`src/sv/csa_ram.sv`:
```
module csa_ram #(
  parameter int WIDTH = 8,
  parameter int DEPTH = 16
) (
  input  logic                     clk,
  input  logic                     we,
  input  logic [$clog2(DEPTH)-1:0] waddr,
  input  logic [WIDTH-1:0]         wdata,
  input  logic                     re,
  input  logic [$clog2(DEPTH)-1:0] raddr,
  output logic [WIDTH-1:0]         rdata
);

  logic [WIDTH-1:0] mem [DEPTH];

  always_ff @(posedge clk) begin
    if (we) begin
      mem[waddr] <= wdata;
    end
    if (re) begin
      rdata <= mem[raddr];
    end
  end

endmodule

```
`config.mk`:
```
export PLATFORM = sky130hd
export DESIGN_NAME = csa_ram
export DESIGN_NICKNAME = d
export VERILOG_FILES = /design/src/sv/csa_ram.sv
export SDC_FILE = /design/constraint.sdc
export NUM_CORES = 1
export LEC_CHECK = 0
export CORE_ASPECT_RATIO = 1.5
export CORE_MARGIN = 10
export CORE_UTILIZATION = 60
export DETAILED_ROUTE_END_ITERATION = 12
export DONT_BUFFER_PORTS = 1
export HOLD_SLACK_MARGIN = 0.12
export PLACE_DENSITY = 0.76
export SYNTH_ARGS = -nofsm -noshare
export SYNTH_HDL_FRONTEND = slang
export SYNTH_SLANG_ARGS = --single-unit
```
`constraint.sdc`:
```
create_clock -name clk -period 3.85 [get_ports clk]
set_clock_uncertainty 0.05 [all_clocks]
set_input_delay 0.385 -clock clk [delete_from_list [all_inputs] [get_ports clk]]
set_output_delay 0.385 -clock clk [all_outputs]
set_load 0.005 [all_outputs]
```
# == Word level (Yosys, flattened, before mapping) ==
# Memories as Yosys holds them, arrays and structs flattened. A register that Yosys moved wholly into a read port is not among the register bits.
# Index checks and enable logic that the tools add are counted.
# totals
input_bits,19
mem_count,1
latch_bits,0
romBits,0
wordCells,3
ramBits,128
ff_bits,0
# memory_table
memory,depth,width,rd,rd_clocked_by_memory_dff,write_ports,line_no,rtl
mem,16,8,1,1,1,14,logic [WIDTH-1:0] mem [DEPTH];
# classes
n_reduce_logical,0
add_sub_neg,0
eq_ne,0
muxes,2
multipliers,0
div,0
order_cmp,0
bitwise,0
shifts,0
# ops
op,count
two-way mux 1 bit,2

# == Depth between registers and ports, before layout ==
# logic_depth
depth_word,2
ltp_mapped,5
depth_no_buf,3

# == Least setup slack after synthesis ==
# OpenSTA, ideal clock, no wires.
# synth_timing
path_kind,input to register
startpoint,in waddr[2]
endpoint,"mem mem[0][0], enable pin"
setup_time_ns,0.383
arrival_time_ns,1.495
required_ns,3.417
path_buffers,0
path_slack_ns,1.922
path_stages,2
path_cell_list,or3b_2 -> nor3_1
# synth_rtl
element,line_no,rtl
start: declaration,7,"input logic [$clog2(DEPTH)-1:0] waddr,"
end: declaration,14,
# No word-level cell before the write port.

# == Worst setup path in the final report ==
# layout_timing
startpoint,in waddr[2]
endpoint,"mem mem[0][2], enable pin"
# No word-level cell before the write port.

==> results_dict.tcl <==
set metrics [dict create \
    placed_cells_incl_taps 327 \
    count_of_input_and_output_buffers 0 \
    p_total_w 0.003127 \
    crit_family "simple AND/OR/NAND/NOR gates" \
    cts_tree "yes" \
    maximum_number_of_pins_on_one_net_before_global_route_repair 33 \
    clk_latency_ns 0.41 \
    p_leak_nw 1.885 \
    num_vias 2347 \
    dpl-instance-area_sq_um 5283 \
    ant_diodes 0 \
    yosys.cell_types.count 18 \
    wl_um 9804 \
    cellPowerDensity_nw_per_um2 534.4 \
    crit_path_max_incr_delay_ns 0.87 \
    holdCritPathClass "input port to flop" \
    critical_path_buf_inv_count 0 \
    grt_first_pass_wirelength_um 14960 \
    num_io_pins 27 \
    initialDrtViolationCount 274 \
    synth_area_per_cell_sq_um 22.83 \
    yosys.area_share.xor_xnor 0 \
    clk_root_buffer_cell "sky130_fd_sc_hd__clkbuf_16" \
    setup_viol_count_final 0 \
    clock_path_buffers 2 \
    clk_pin_slew_ns 0.05 \
    gpl.final_weighted_congestion 0.7701 \
    synth_warnings 0 \
    seq_area_frac_synth 0.7812 \
    synthMuxAreaShare 0.1479 \
    drt-vias-per-instance 6.413 \
    sequentialPowerShare 0.538 \
    cp_data_arrival_time_ns 1.76 \
    switching_share 0.1926 \
    dp_hpwl_um 6073 \
    synth_simple_gate_area_frac 0.03135 \
    synthesis.nets 248 \
    share_clk_of_total_power 0.425 \
    post-route-cell-area_sq_um 5852 \
    drtPass1Iterations 5 \
    combinationalPowerShare 0.037 \
    fin_crit_sh 0.4644 \
    synth-adder-area-share 0 \
    final_net_count 267 \
    overflow 0 \
    cp_data_required_time_ns 3.82 \
    vias_in_the_first_global_route 2484 \
    clock.fmax_ghz 0.5593 \
    flow.area_growth_from_synthesis_pct 11.94 \
    hold_path_startpoint "waddr[0]" \
    postSynthRegisterBits 136 \
    number_of_buffers_created_by_cts 17 \
    timing_max_transition_violations_final 0 \
    main_combinational_cell_family_by_area_after_synthesis "multiplexers" \
    critPathLaunchType "input port" \
    drv.max_cap_violation_count 0 \
    postSynthCellCount 229 \
    floorplan.die_area_sq_um 12920 \
    run_status "finished clean" \
    timing.final.hold_violations 0 \
    die_y_um 134.3 \
    ir_worst_vdd_uv 446.5 \
    htree_levels 4 \
    worstReg2RegStart "mem[1][3]" \
    instances_no_fill 366 \
    setup_tns_ns 0 \
    final_layout_size_suffix_gt1_frac 0.1583 \
    tmin_final_ns 1.788 \
    placeableCoreArea_sq_um 8464 \
    critical_path.max_fanout 8 \
    netSwitchingPower_w 0.0006024 \
    routed_wire_length_per_instance_um 26.79 \
    post_cts_resized 0 \
    ant_nets 0 \
    std_cell_rows 41 \
    worstPathCellList "or3b_2 > nor3_1" \
    setup_repair_after_global_routing_missed_its_margin "false" \
    die_w_um 96.21 \
    endpoint_kind "flop" \
    clock_sinks 136 \
    fill_cells 503 \
    grt_use_total 0.1668 \
    drc 0 \
    setup.worst_path.class "input port to flop" \
    synth.cell_area_sq_um 5228 \
    worst-slew-pin-transition_ns 1.232 \
    p_int_w 0.002525 \
    hold-worst-slack_ns 0.2448 \
    worst_slew_margin_rel 0.1727 \
    critical-path-slowest-cell "sky130_fd_sc_hd__nor3_1" \
    grt_antenna_before_repair 0 \
    synth-compound-area-share 0.02298 \
    starting_density_of_the_core 0.6176 \
    setup.worst_path.start "waddr[2]" \
]
-- metal layers --
| layer | wire length (um) | global-route usage | up-vias |
|---|---|---|---|
| met5 | 0 | 0 | - |
| li1 | - | - | 1019 |
| met4 | 194 | 0.07648 | 0 |
| met3 | 762 | 0.05419 | 15 |
| met1 | 3528 | 0.1916 | 1193 |
| met2 | 5318 | 0.2731 | 120 |
-- synthesized netlist by cell type, drive strengths merged --
| master | n | share of area |
|---|---|---|
| edfxtp | 136 | 0.78 |
| mux4 | 32 | 0.15 |
| a22oi | 16 | 0.023 |
| nor2 | 13 | 0.0093 |
| nand2 | 9 | 0.0065 |
| buf | 7 | 0.011 |
| nor3 | 4 | 0.0038 |
| clkdlybuf4s25 | 3 | 0.0057 |
| nand2b | 2 | 0.0024 |
| nand3b | 2 | 0.0029 |
| and2 | 1 | 0.0012 |
| and2b | 1 | 0.0014 |
| nand3 | 1 | 0.00096 |
| nor2b | 1 | 0.0012 |
| or3b | 1 | 0.0017 |
-- worst paths after layout --
path / slack, ns / endpoint / cells past startpoint
worst max-delay path: 2.06 / mem[0][2] / 2
worst min-delay path: 0.24 / mem[4][7] / 1
worst max register to register: 2.23 / rdata[3] / 3
worst min register to register: 0.71 / rdata[2] / 3
-- registers in the layout (all words and copies together) (netlist names) --
name and flops:
rdata 8, mem 128
-- power by group through the flow --
stage / registers, W / logic (W) / clock network [W]
after floorplan: 0.00171 / 0.0000842 / 0
after global placement: 0.00171 / 0.0000854 / 0
after detailed placement: 0.00171 / 0.0000871 / 0
after CTS: 0.00168 / 0.000117 / 0.00135
after global routing: 0.00168 / 0.000124 / 0.00142
final: 0.00168 / 0.000116 / 0.00133
-- stage by stage --
step | setup slack [ns] | utilization
after global placement | 1.830 | 0.6241
after CTS | 2.098 | 0.6914
final | 2.062 | 0.6914
after floorplan | 1.922 | -
after detailed placement | 1.638 | 0.6241
after global routing | 2.029 | 0.6914
-- cell type report --
type / count / area (sq um) / share of cell area
repair buffers: 10 / 97.59 / 0.01668
clock inverters: 7 / 31.28 / 0.005345
flip-flops and latches: 136 / 4084 / 0.6979
well taps: 107 / 133.9 / 0.02288
multi-input cells: 83 / 1057 / 0.1807
clock buffers: 23 / 447.9 / 0.07654
-- logic make-up (layout without fill, tap and decap cells) --
family,count (synthesis),after routing
DFF,136,136
and+or+nand+nor,35,35
muxes,32,32
AOI/OAI and AO/OA,16,16
buffers and inverters,10,40
-- layout by cell type, fill, tap and decap left out, drive strengths merged, types with 4 or more instances in the layout --
cell type    netlist  layout
edfxtp           136     136
mux4              32      32
clkbuf             0      23
a22oi             16      16
nor2              13      13
nand2              9       9
dlygate4sd3        0       9
clkinv             0       7
nor3               4       4
-- repair_timing --
action                                 CTS  global route
endpoints found under the hold margin  136             0
hold buffers                             9             0
setup buffers                            0             0
Power figures use the tool's default switching activity.
